$ cat src/design/pdt_pkg.sv
// Shared types and constants for the pronunciation dictionary tokenizer.
// Holds the character codes, token kind codes and the token record.
// Depends on nothing.
`timescale 1ns / 1ps

package pdt_pkg;

  localparam int OFFSET_BITS_DEFAULT = 32;
  localparam int REPORT_BITS = 32;

  localparam logic [7:0] CH_SEMI   = 8'h3B;
  localparam logic [7:0] CH_HASH   = 8'h23;
  localparam logic [7:0] CH_LPAREN = 8'h28;
  localparam logic [7:0] CH_RPAREN = 8'h29;
  localparam logic [7:0] CH_CR     = 8'h0D;
  localparam logic [7:0] CH_LF     = 8'h0A;
  localparam logic [7:0] CH_TAB    = 8'h09;
  localparam logic [7:0] CH_SPACE  = 8'h20;

  typedef enum logic [2:0] {
    KIND_WORD = 3'd0,
    KIND_CTX  = 3'd1,
    KIND_PRON = 3'd2,
    KIND_ECMT = 3'd3,
    KIND_LCMT = 3'd4
  } kind_t;

  typedef struct packed {
    kind_t                   kind;
    logic [REPORT_BITS-1:0]  start_off;
    logic [REPORT_BITS-1:0]  end_off;
  } token_t;

endpackage

$ cat src/design/pdt_core.sv
// Scanner core of the tokenizer: parse state, open token and byte offset.
// Takes one byte per step and reports a closed token. Uses pdt_pkg.
`timescale 1ns / 1ps

module pdt_core #(
  parameter int OFFSET_BITS = pdt_pkg::OFFSET_BITS_DEFAULT
) (
  input  logic            clk,
  input  logic            rst,
  input  logic            step,
  input  logic [7:0]      byte_value,
  input  logic            new_stream,
  output logic            emit,
  output pdt_pkg::token_t token
);

  typedef enum logic [3:0] {
    ST_START     = 4'd0,
    ST_SEMI1     = 4'd1,
    ST_SEMI2     = 4'd2,
    ST_COMMENT   = 4'd3,
    ST_WORD      = 4'd4,
    ST_CTX_NEXT  = 4'd5,
    ST_CTX       = 4'd6,
    ST_PRON_NEXT = 4'd7,
    ST_PRON      = 4'd8,
    ST_ECMT_NEXT = 4'd9
  } state_t;

  localparam logic [OFFSET_BITS-1:0] OFF_MAX = '1;
  localparam logic [OFFSET_BITS-1:0] OFF_ONE = OFFSET_BITS'(1);
  localparam logic [OFFSET_BITS-1:0] OFF_TWO = OFFSET_BITS'(2);

  state_t                  state, state_next;
  pdt_pkg::kind_t          kind, kind_next;
  logic [OFFSET_BITS-1:0]  token_start, token_start_next;
  logic [OFFSET_BITS-1:0]  stream_offset, stream_offset_next;

  state_t                  s_open;
  pdt_pkg::kind_t          k_open;
  logic [OFFSET_BITS-1:0]  start_open;
  logic [OFFSET_BITS-1:0]  pos, pos_inc;
  logic                    is_eol, is_blank, emit_c;

  always_comb begin
    s_open     = new_stream ? ST_START : state;
    k_open     = new_stream ? pdt_pkg::KIND_WORD : kind;
    start_open = new_stream ? '0 : token_start;
    pos        = new_stream ? '0 : stream_offset;
    pos_inc    = (pos == OFF_MAX) ? pos : pos + OFF_ONE;
    is_eol     = (byte_value == pdt_pkg::CH_CR) || (byte_value == pdt_pkg::CH_LF);
    is_blank   = (byte_value == pdt_pkg::CH_SPACE) || (byte_value == pdt_pkg::CH_TAB);

    // A token that was announced by the previous delimiter opens at this byte.
    if (s_open == ST_CTX_NEXT) begin
      s_open = ST_CTX; start_open = pos; k_open = pdt_pkg::KIND_CTX;
    end else if (s_open == ST_PRON_NEXT) begin
      s_open = ST_PRON; start_open = pos; k_open = pdt_pkg::KIND_PRON;
    end else if (s_open == ST_ECMT_NEXT) begin
      s_open = ST_COMMENT; start_open = pos; k_open = pdt_pkg::KIND_ECMT;
    end

    state_next       = s_open;
    kind_next        = k_open;
    token_start_next = start_open;
    emit_c           = 1'b0;

    unique case (s_open) inside
      ST_START: begin
        if (byte_value == pdt_pkg::CH_SEMI) begin
          state_next = ST_SEMI1;
        end else if (!(is_blank || is_eol)) begin
          state_next = ST_WORD; token_start_next = pos; kind_next = pdt_pkg::KIND_WORD;
        end
      end
      ST_SEMI1, ST_SEMI2: begin
        if (byte_value == pdt_pkg::CH_SEMI) begin
          if (s_open == ST_SEMI1) begin
            state_next = ST_SEMI2;
          end else begin
            state_next = ST_COMMENT; token_start_next = pos_inc;
            kind_next = pdt_pkg::KIND_LCMT;
          end
        end else if (is_eol) begin
          state_next = ST_START;
        end else begin
          // The headword began at the first semicolon of the line.
          if (s_open == ST_SEMI1) begin
            token_start_next = (pos >= OFF_ONE) ? pos - OFF_ONE : '0;
          end else begin
            token_start_next = (pos >= OFF_TWO) ? pos - OFF_TWO : '0;
          end
          state_next = ST_WORD; kind_next = pdt_pkg::KIND_WORD;
        end
      end
      ST_COMMENT: begin
        if (is_eol) begin
          state_next = ST_START; emit_c = 1'b1;
        end
      end
      ST_WORD: begin
        if (is_blank) begin
          state_next = ST_PRON_NEXT; emit_c = 1'b1;
        end else if (byte_value == pdt_pkg::CH_LPAREN) begin
          state_next = ST_CTX_NEXT; emit_c = 1'b1;
        end else if (is_eol) begin
          state_next = ST_START; emit_c = 1'b1;
        end
      end
      ST_CTX: begin
        if (byte_value == pdt_pkg::CH_RPAREN) begin
          state_next = ST_PRON_NEXT; emit_c = 1'b1;
        end else if (is_eol) begin
          state_next = ST_START;
        end
      end
      ST_PRON: begin
        if (is_eol) begin
          state_next = ST_START; emit_c = 1'b1;
        end else if (byte_value == pdt_pkg::CH_HASH) begin
          state_next = ST_ECMT_NEXT; emit_c = 1'b1;
        end
      end
      default: begin
        state_next = ST_START;
      end
    endcase

    stream_offset_next = pos_inc;
  end

  assign emit            = step && emit_c;
  assign token.kind      = k_open;
  assign token.start_off = pdt_pkg::REPORT_BITS'(start_open);
  assign token.end_off   = pdt_pkg::REPORT_BITS'(pos);

  always_ff @(posedge clk) begin
    if (rst) begin
      state         <= ST_START;
      kind          <= pdt_pkg::KIND_WORD;
      token_start   <= '0;
      stream_offset <= '0;
    end else if (step) begin
      state         <= state_next;
      kind          <= kind_next;
      token_start   <= token_start_next;
      stream_offset <= stream_offset_next;
    end
  end

`ifndef SYNTHESIS
  a_idle_holds: assert property (@(posedge clk) disable iff (rst)
    !step |=> $stable(state) && $stable(stream_offset) && $stable(token_start))
    else $error("scanner state moved without a byte");

  a_restart_offset: assert property (@(posedge clk) disable iff (rst)
    step && new_stream |=> stream_offset == OFF_ONE)
    else $error("offset not restarted by new_stream");

  a_token_order: assert property (@(posedge clk) disable iff (rst)
    emit |-> start_open <= pos)
    else $error("token closes before it opens");

  a_offset_monotonic: assert property (@(posedge clk) disable iff (rst)
    step && !new_stream |=> stream_offset >= $past(stream_offset))
    else $error("offset went backward within a stream");
`endif

endmodule

$ cat src/design/pronunciation_dict_tokenizer.sv
// Pronunciation dictionary tokenizer, top level: input register, scanner core, result register.
// A held byte passes through the scanner core; a token it closes is stored in the result register.
// Throughput: one byte per cycle; ready drops only while a token waits in a stalled result register.
// Reset (rst, synchronous, active high) returns the scanner to line start with offset zero
// and empties both registers. Uses pdt_pkg and pdt_core.
`timescale 1ns / 1ps

module pronunciation_dict_tokenizer #(
  parameter int OFFSET_BITS = pdt_pkg::OFFSET_BITS_DEFAULT
) (
  input  logic                             clk,
  input  logic                             rst,
  input  logic                             in_valid,
  output logic                             in_ready,
  input  logic [7:0]                       byte_value,
  input  logic                             new_stream,
  output logic                             out_valid,
  input  logic                             out_ready,
  output logic [2:0]                       token_kind,
  output logic [pdt_pkg::REPORT_BITS-1:0]  begin_offset,
  output logic [pdt_pkg::REPORT_BITS-1:0]  end_offset
);

  // Input register: holds one beat until the scanner consumes it.
  logic        in_held;
  logic [7:0]  byte_q;
  logic        new_stream_q;

  // Result register: holds one token until the consumer takes it.
  pdt_pkg::token_t out_token;

  logic            advance;
  logic            emit;
  pdt_pkg::token_t token;

  // The held byte moves through the scanner whenever the result register
  // is empty or being emptied in this cycle, whether or not the byte closes
  // a token.
  assign advance  = in_held && (!out_valid || out_ready);
  assign in_ready = !in_held || advance;

  always_ff @(posedge clk) begin
    if (rst) begin
      in_held <= 1'b0;
    end else if (in_valid && in_ready) begin
      in_held <= 1'b1;
    end else if (advance) begin
      in_held <= 1'b0;
    end
  end

  always_ff @(posedge clk) begin
    if (in_valid && in_ready) begin
      byte_q       <= byte_value;
      new_stream_q <= new_stream;
    end
  end

  pdt_core #(
    .OFFSET_BITS(OFFSET_BITS)
  ) u_core (
    .clk       (clk),
    .rst       (rst),
    .step      (advance),
    .byte_value(byte_q),
    .new_stream(new_stream_q),
    .emit      (emit),
    .token     (token)
  );

  always_ff @(posedge clk) begin
    if (rst) begin
      out_valid <= 1'b0;
    end else if (emit) begin
      out_valid <= 1'b1;
    end else if (out_ready) begin
      out_valid <= 1'b0;
    end
  end

  always_ff @(posedge clk) begin
    if (emit) begin
      out_token <= token;
    end
  end

  assign token_kind   = out_token.kind;
  assign begin_offset = out_token.start_off;
  assign end_offset   = out_token.end_off;

`ifndef SYNTHESIS
  a_ready_only_on_stall: assert property (@(posedge clk) disable iff (rst)
    !in_ready |-> in_held && out_valid && !out_ready)
    else $error("input stalled without a blocked result");

  a_emit_has_room: assert property (@(posedge clk) disable iff (rst)
    emit |-> !out_valid || out_ready)
    else $error("token would overwrite a pending result");

  a_emit_needs_byte: assert property (@(posedge clk) disable iff (rst)
    emit |-> in_held)
    else $error("token produced without a held byte");
`endif

endmodule
$ cat config.mk
export PLATFORM = sky130hd
export DESIGN_NAME = pronunciation_dict_tokenizer
export DESIGN_NICKNAME = d
export VERILOG_FILES = /design/src/design/pdt_pkg.sv /design/src/design/pdt_core.sv /design/src/design/pronunciation_dict_tokenizer.sv
export SDC_FILE = /design/constraint.sdc
export NUM_CORES = 1
export LEC_CHECK = 0
export BUFFER_PORTS_ARGS = -buffer_cell sky130_fd_sc_hd__buf_2
export CAP_MARGIN = 20
export CORE_MARGIN = 1.5
export CORE_UTILIZATION = 35
export CTS_CLUSTER_SIZE = 10
export DETAILED_ROUTE_END_ITERATION = 6
export SLEW_MARGIN = 10
export SYNTH_ARGS = -nofsm -noshare
export SYNTH_HDL_FRONTEND = slang
export SYNTH_SLANG_ARGS = --single-unit
export TNS_END_PERCENT = 100
$ cat constraint.sdc
create_clock -name clk -period 8.1 [get_ports clk]
set_input_delay 1.215 -clock clk [delete_from_list [all_inputs] [get_ports clk]]
set_output_delay 1.215 -clock clk [all_outputs]
set_load 0.05 [all_outputs]
Word level (Yosys, flattened, before mapping)
Cells that the tools add are included.
{ "op_classes": {"addsub": 3, "order_cmp": 2, "eq_ne": 18, "n_mux": 52, "n_reduce_logical": 14} }
{ "ops": {"columns": ["op", "count"], "rows": [
  ["$mux W32", 14],
  ["$pmux W32 S2", 1],
  ["$mux W4", 13],
  ["$eq A8 B6 Y1 const B", 5],
  ["$add A32 B1 Y32 const B", 1],
  ["$eq A32 B32 Y1 const B", 1],
  ["$ge A32 B1 Y1 const B", 1],
  ["$ge A32 B2 Y1 const B", 1],
  ["$sub A32 B1 Y32 const B", 1],
  ["$sub A32 B2 Y32 const B", 1],
  ["$mux W3", 10],
  ["$eq A8 B4 Y1 const B", 3],
  ["$pmux W4 S6", 1],
  ["$eq A4 B3 Y1 const B", 4],
  ["$mux W1", 11],
  ["$eq A4 B2 Y1 const B", 2],
  ["$eq A4 B4 Y1 const B", 2],
  ["$pmux W3 S2", 1],
  ["$logic_or A1 B1 Y1", 5],
  ["$eq A4 B1 Y1 const B", 1],
  ["$logic_not A4 Y1", 1],
  ["$pmux W1 S4", 1],
  ["$reduce_bool A2 Y1", 2],
  ["$logic_and A1 B1 Y1", 3],
  ["2 further kinds", 3]
]} }
{ "word_totals": {"regBits": 149, "inputBits": 13, "output_inout_bits": 69, "word_cells": 100} }

Depth between registers and ports, before layout
Gate-level depths: netlist of the first run.
{ "depth": {"word_depth": 10, "depth_mapped": 15, "mapped_depth_nobuf": 11} }

Hierarchy
From an unflattened synthesis of the first run, not the netlist that was laid out.
{ "hier_totals": {"cells_unflattened": 1276, "hier_area_um2": 10483.8} }
{ "modules_own_cells": {"columns": ["module", "instances", "cells_per_inst", "area_per_inst_um2", "seq_area_each_um2"], "rows": [
  ["pdt_core", 1, 1190, 8099.0, 1421.4],
  ["pronunciation_dict_tokenizer", 1, 86, 2384.8, 2322.2]
]} }

Least setup slack after synthesis of the first run
OpenSTA, ideal clock, no wires.
{ "synth_timing": {"path_type": "input -> register", "start": "input port out_ready", "end": "register out_token, in the netlist begin_offset[0], enable pin", "setup_ns": 0.516, "arrival_ns": 5.312, "required_ns": 7.584, "slack_ns": 2.272, "stages": 6, "n_path_buf": 2, "cell_sequence": "nor2b_1 -> nor2b_1 -> clkbuf_1 -> clkbuf_1 -> nand3_1 -> a21oi_1"} }
{ "synth_via": {"elab_chain_len": 3} }
{ "synth_lines": {"columns": ["element", "line_no", "text"], "rows": [
  ["start: declaration", "pronunciation_dict_tokenizer.sv:18", "input logic out_ready,"],
  ["$logic_or A1 B1 Y1", "pronunciation_dict_tokenizer.sv:39", "assign advance = in_held && (!out_valid || out_ready);"],
  ["$logic_and A1 B1 Y1", "pronunciation_dict_tokenizer.sv:39", null],
  ["$logic_and A1 B1 Y1", "pdt_core.sv:132", "assign emit = step && emit_c;"],
  ["named net emit", "pronunciation_dict_tokenizer.sv:33", "logic emit;"],
  ["end signal: assignment", "pronunciation_dict_tokenizer.sv:83", "out_token <= token;"],
  ["end: declaration", "pronunciation_dict_tokenizer.sv:30", "pdt_pkg::token_t out_token;"]
]} }
The timed path passes the listed nets, and every way through them passes these cells.
A chain may end at the register's enable or synchronous reset.

==> impl_metrics.tcl, run 1 <==
set metrics [dict create \
    fillerInstances 3002 \
    final_common_cell "nand2_1" \
    hold_path.class "reg2reg" \
    post_cts_resized 0 \
    status "complete, no violations" \
    rows 63 \
    finalClockSkew_ns 0.0164 \
    dr.max_layer_used "met4" \
    fin_nets 1306 \
    ys_top_cells_by_area "edfxtp_1, dfxtp_1, nand2_1, nor2_1, o21ai_0" \
    reg2reg_depth 13 \
    clk_pin_slew_ns 0.07 \
    syn_to_final_growth_pct 11.6 \
    finalHoldViolations 0 \
    antenna_found_initial 0 \
    pre_cts_slack_ns 4.00 \
    synth_area_per_cell_um2 8.12 \
    dieWidth_um 176 \
    postLayoutCellArea_um2 11700 \
    crit_fanout 148 \
    post_drt_wl_per_cell_um 24.1 \
    yosys_warnings 0 \
    cp_slowest_stage_delay_ns 0.58 \
    worst_pin_slew_ns 1.25 \
    endpoint_kind "flop" \
    ir_worst_vdd_mv 0.145 \
    portBuffers 81 \
    place_congestion 1.07 \
    startpoint "new_stream_q" \
    drt_iter0_drc 1349 \
    relSlewSlack_pct 16.8 \
    fin_util_pct 39.5 \
    reg2reg_from "new_stream_q" \
    synth_area_um2 10500 \
    grt_max_degree 149 \
    synth_top_cell_by_area "edfxtp_1" \
    antenna_left 0 \
    netlist_instances 1289 \
    placed_cell_area_um2 11000 \
    dr_wl_met3_um 3930 \
    layout_common_cells "nand2_1, nor2_1, o21ai_0" \
    fin_tns_setup_ns 0 \
    dominantRegCellSynth "edfxtp_1" \
    io_pins 82 \
    dpl.hpwl_um 27300 \
    die_h_um 176 \
    yosysUniqueCellTypes 95 \
    synth-edff-count 76 \
    crit_arrival_ns 4.55 \
    reg2reg_slack_ns 3.90 \
    first_pass_iters 6 \
    vias 10900 \
    via_per_inst 6.45 \
    cts_hold_buf 0 \
    worstSetupPathType "reg2reg" \
    clk_path_buf_depth 2 \
    post_cts_buffers 0 \
    start_util_pct 35.4 \
    setup_slack_ns 3.90 \
    slew_violations 0 \
    routed_wl_um 40700 \
    rsz0062_at_grt "no" \
    critPathRequiredTime_ns 8.46 \
    coreArea_um2 29600 \
    min_period_ns 4.20 \
    fin_crit_sh_pct 51.8 \
    cp-endpoint "u_core.token_start[31]" \
    overflow 0 \
    slowest_stage "nor3_1" \
    track_usage_pct 26.0 \
    power-per-cell-area_nw_per_um2 162 \
    r2r-end "u_core.token_start[31]" \
    syn_nets 1308 \
    htreeDepth 4 \
    drc 0 \
    ys_seq_area_share_pct 35.8 \
    grt_pass1_vias 10100 \
    fmax_mhz 238 \
    grt_pass1_wl_um 61200 \
    setup_viol 0 \
    critPathLaunchType "flop" \
    cts_tree "done" \
    cts_made_buffers 17 \
    die_area_um2 31000 \
    clock_sinks 149 \
    p_leak_nw 3.87 \
    async_reset_ff_share_pct 0 \
    crit_chain "buf_12 > inv_1 > nand2_1 > inv_2 > ha_1 > nand3b_1 > nor2_1 > and4_1 > buf_4 > nor3_1 > mux2i_1 > a21oi_1 > a211oi_1" \
    yosys_register_bits 149 \
    wl_met1_um 16400 \
    max_cap_viol_count 0 \
    drive_above_1_share_pct 14.5 \
    antennaDiodeCount 0 \
    insertion_delay_ns 0.45 \
    cts-root-buf "clkbuf_16" \
    route.met2.wl_um 18200 \
    synth_top_area_share_pct 21.8 \
]
-- layout make-up --
cell class	count	area, um^2	area share, %
repair buffers	103	581	4.97
well taps	390	488	4.18
clock inverters	14	205	1.76
flip-flops and latches	149	3740	32.1
inverters	30	113	0.964
clock buffers	18	429	3.67
multi-input cells	986	6120	52.4
-- sequential cells by signal, summed over array words and instances (netlist names) --
name	cells
new_stream_q	1
begin_offset	32
token_kind	3
byte_q	8
end_offset	32
out_valid	1
u_core.kind	3
u_core.state	4
u_core.token_start	32
u_core.stream_offset	32
in_held	1
-- through the flow --
stage                     hold slack [ns]  instances  total power, mW
after floorplan                     0.442       1289            0.961
after global placement              0.457       1657             1.02
after detailed placement            0.465       1657             1.02
after CTS                           0.474       1689             1.89
after global routing                0.497       1690             1.94
final                               0.471       1690             1.89
-- how the worst min path moves through the flow --
| stage | to | cells past startpoint | from |
|---|---|---|---|
| 5_1_grt | u_core.kind[1] | 2 | u_core.kind[1] |
| 3_3_place_gp | u_core.kind[0] | 2 | u_core.kind[0] |
| 3_5_place_dp | u_core.kind[1] | 2 | u_core.kind[1] |
| 6_report | u_core.kind[0] | 2 | u_core.kind[0] |
| 4_1_cts | u_core.kind[1] | 2 | u_core.kind[1] |
| 2_1_floorplan | u_core.kind[1] | 2 | u_core.kind[1] |
-- synth_stat cells (25+ instances only) --
library cell,instances
buf_2,36
a21oi_1,83
inv_1,29
clkbuf_1,77
nand2_1,147
nor4_1,27
nand3_1,31
nor3_1,51
a211oi_1,25
o21ai_0,88
nor2_1,127
dfxtp_1,73
nor2b_1,26
edfxtp_1,76
-- metal layers --
layer,up-vias,GRT usage (%)
met5,-,0
met4,0,14.6
met3,155,4.91
met2,678,40.8
met1,5228,33.6
li1,4841,-
-- cell families (layout without fill, tap and decap cells) --
family / after synthesis / count (layout) / synth area share [%]
xor+xnor: 28 / 28 / 2.34
flops: 149 / 149 / 35.8
simple gates: 529 / 529 / 26.2
compound gates: 402 / 402 / 26.7
buf+inv: 154 / 165 / 6.17
fa+ha+maj: 7 / 7 / 0.813
mux: 20 / 20 / 1.96
-- worst max-delay path, delay by kind of cell, from the launching register on --
kind            cells  cell delay (ns)
mux                 1             0.30
flops               1             0.37
buf+inv             4             1.14
compound gates      2             0.29
fa+ha+maj           1             0.33
simple gates        5             1.64
-- report_power, final --
part / switching, mW / total [mW] / leakage [nW] / internal (mW)
combinational: 0.132 / 0.189 / 2.36 / 0.0563
clock: 0.338 / 0.883 / 0.307 / 0.544
sequential: 0.0170 / 0.820 / 1.21 / 0.803
total: 0.487 / 1.89 / 3.87 / 1.40
(Power assumes the default switching activity.)
==> run 2, diff against run 1 <==
--- a/config.mk
+++ b/config.mk
@@ -5,6 +5,7 @@
 export SDC_FILE = /design/constraint.sdc
 export NUM_CORES = 1
 export LEC_CHECK = 0
+export ABC_AREA = 1
 export BUFFER_PORTS_ARGS = -buffer_cell sky130_fd_sc_hd__buf_2
 export CAP_MARGIN = 20
 export CORE_MARGIN = 1.5
==> constraint.sdc (replaced) <==
create_clock -name clk -period 3.96 [get_ports clk]
set_input_delay 0.594 -clock clk [delete_from_list [all_inputs] [get_ports clk]]
set_output_delay 0.594 -clock clk [all_outputs]
set_load 0.05 [all_outputs]
==> run 2 against run 1 <==
Via count is 7.6% higher. Sequential cell count stayed put. Sequential power increased by 110%. Design area is 4.2% higher. Critical path type unchanged. Highest routed layer unchanged. Critical endpoint is now u_core.token_start[27]. Synthesized cell count grew 29%.
==> impl_metrics.tcl, run 2 <==
set metrics [dict create \
    status "complete, no violations" \
    post_cts_buffers 0 \
    yosys_warnings 0 \
    drt_iter0_drc 1213 \
    min_period_ns 3.52 \
    finalClockSkew_ns 0.0150 \
    dieWidth_um 178 \
    dpl.hpwl_um 31700 \
    async_reset_ff_share_pct 0 \
    critPathRequiredTime_ns 4.34 \
    fillerInstances 3239 \
    finalPower_mw 4.42 \
    yosysMostFrequentCell "nand2_1" \
    power-per-cell-area_nw_per_um2 363 \
    syn_to_final_growth_pct 13.6 \
    fin_crit_sh_pct 88.9 \
    fin_nets 1748 \
    reg2reg_depth 13 \
    syn_nets 1685 \
    fin_tns_setup_ns 0 \
    coreArea_um2 29900 \
    routed_wl_um 44400 \
    reg2reg_slack_ns 0.44 \
    synth_top_cell_by_area "edfxtp_1" \
    antenna_left 0 \
    io_pins 82 \
    synth_top_area_share_pct 21.3 \
    place_congestion 1.02 \
    endpoint_kind "flop" \
    portBuffers 81 \
    netlist_instances 1666 \
    r2r-end "u_core.token_start[27]" \
    synthAdderAreaFrac_pct 0.701 \
    yosys.area_share.simple_pct 34.3 \
    dominantRegCellSynth "edfxtp_1" \
    cts-root-buf "clkbuf_16" \
    p_leak_nw 5.70 \
    grt_max_degree 68 \
    crit_arrival_ns 3.90 \
    drc 0 \
    drive_above_1_share_pct 12.3 \
    min_to "byte_q[3]" \
    die_h_um 178 \
    vias 11700 \
    grt_pass1_wl_um 66500 \
    synth_area_per_cell_um2 6.43 \
    post_cts_resized 0 \
    muxShareOfSynthArea_pct 0 \
    synthXorXnorAreaFrac_pct 2.86 \
    yosys-top-cells-count "nand2_1, inv_1, o21ai_0" \
    clk_path_buf_depth 2 \
    via_per_inst 5.50 \
    relSlewSlack_pct 46.6 \
    post_drt_wl_per_cell_um 20.8 \
    regArea_um2 3740 \
    antenna_found_initial 0 \
    cts_tree "done" \
    ir_worst_vdd_mv 0.293 \
    clock_sinks 149 \
    antennaDiodeCount 0 \
    die_area_um2 31700 \
    layout_common_cells "nand2_1, inv_1, o21ai_0" \
    synth_top_family_by_area "simple AND/OR/NAND/NOR gates" \
    start_util_pct 35.9 \
    final_common_cell "nand2_1" \
    worst_pin_slew_ns 0.793 \
    slew_violations 0 \
    rsz0062_at_grt "no" \
    hold_path.class "in2reg" \
    rows 63 \
    yosys_register_bits 149 \
    synth-edff-count 76 \
    finalHoldViolations 0 \
    cts_hold_buf 0 \
    reg2reg_from "new_stream_q" \
    worstSetupPathType "reg2reg" \
    fin_util_pct 40.7 \
    cts_made_buffers 17 \
    overflow 0 \
    hold_depth 1 \
    critPathLaunchType "flop" \
    hold_start "byte_value[3]" \
    synth_area_um2 10700 \
    fmax_mhz 284 \
    insertion_delay_ns 0.46 \
    first_pass_iters 5 \
    track_usage_pct 28.4 \
    yosysUniqueCellTypes 43 \
    multi_input_area_um2 5860 \
    max_cap_viol_count 0 \
    synth_compound_area_share_pct 16.7 \
    ys_top_cells_by_area "edfxtp_1, nand2_1, dfxtp_1, o21ai_0, inv_1" \
    grt_pass1_vias 11000 \
    htreeDepth 4 \
    ys_seq_area_share_pct 34.9 \
    clk_pin_slew_ns 0.07 \
    crit_fanout 34 \
    setup_viol 0 \
]
-- run 2: report_power, final --
| part | internal [mW] | switching [mW] |
|---|---|---|
| Sequential | 1.67 | 0.0416 |
| Clock | 0.945 | 0.788 |
| Combinational | 0.271 | 0.706 |
-- run 2: critical path: stages, from the launching register on --
cell and delay, ns:
edfxtp_1 0.46, buf_12 0.23, nor2_4 0.33, ha_1 0.29
inv_1 0.10, nor3_2 0.46, nand2_1 0.18, nor2_1 0.30
nand2_4 0.35, nand2_1 0.27, nand2_1 0.17, nand2_1 0.10
nand2_1 0.05, a21oi_1 0.11
-- run 2: cell families after synthesis --
| logic type | count (synthesis) |
|---|---|
| compound gates | 349 |
| fa+ha+maj | 6 |
| xor+xnor | 35 |
| flops | 149 |
| buf+inv | 276 |
| simple gates | 851 |
-- run 2: per-stage QoR --
| stage | hold WS [ns] | cell area, um^2 | setup slack (ns) | cells |
|---|---|---|---|---|
| CTS | 0.311 | 12200 | 0.255 | 2132 |
| finish | 0.320 | 12200 | 0.441 | 2132 |
| detailed placement | 0.458 | 11600 | 0.285 | 2100 |
| floorplan | 0.437 | 10700 | 0.607 | 1666 |
| global route | 0.311 | 12200 | 0.218 | 2132 |
| global placement | 0.455 | 11600 | 0.553 | 2100 |
-- run 2: worst max-delay path by stage --
stage,endpoint,slack [ns],cells past startpoint,start
CTS,u_core.token_start[7],0.26,13,new_stream_q
global placement,u_core.token_start[27],0.55,13,new_stream_q
global route,u_core.token_start[4],0.22,13,new_stream_q
detailed placement,u_core.token_start[7],0.28,13,new_stream_q
floorplan,begin_offset[0],0.61,11,new_stream_q
finish,u_core.token_start[27],0.44,13,new_stream_q
-- run 2: routing by layer --
metal	wire, um	share of wire [%]	up-vias	GRT usage [%]
met5	0	0	-	0
met4	2660	6.0	0	17.2
met3	3260	7.3	121	4.54
met2	20500	46	620	46.6
met1	18000	41	5465	35.0
li1	-	-	5528	-
-- run 2: cell type report --
type	instances	share of cell area (%)
clock inverter	15	1.40
timing repair buffer	119	5.98
clock buffer	17	3.49
multi-input combinational	1241	48.1
tap	390	4.01
sequential	149	30.8
inverter	201	6.22
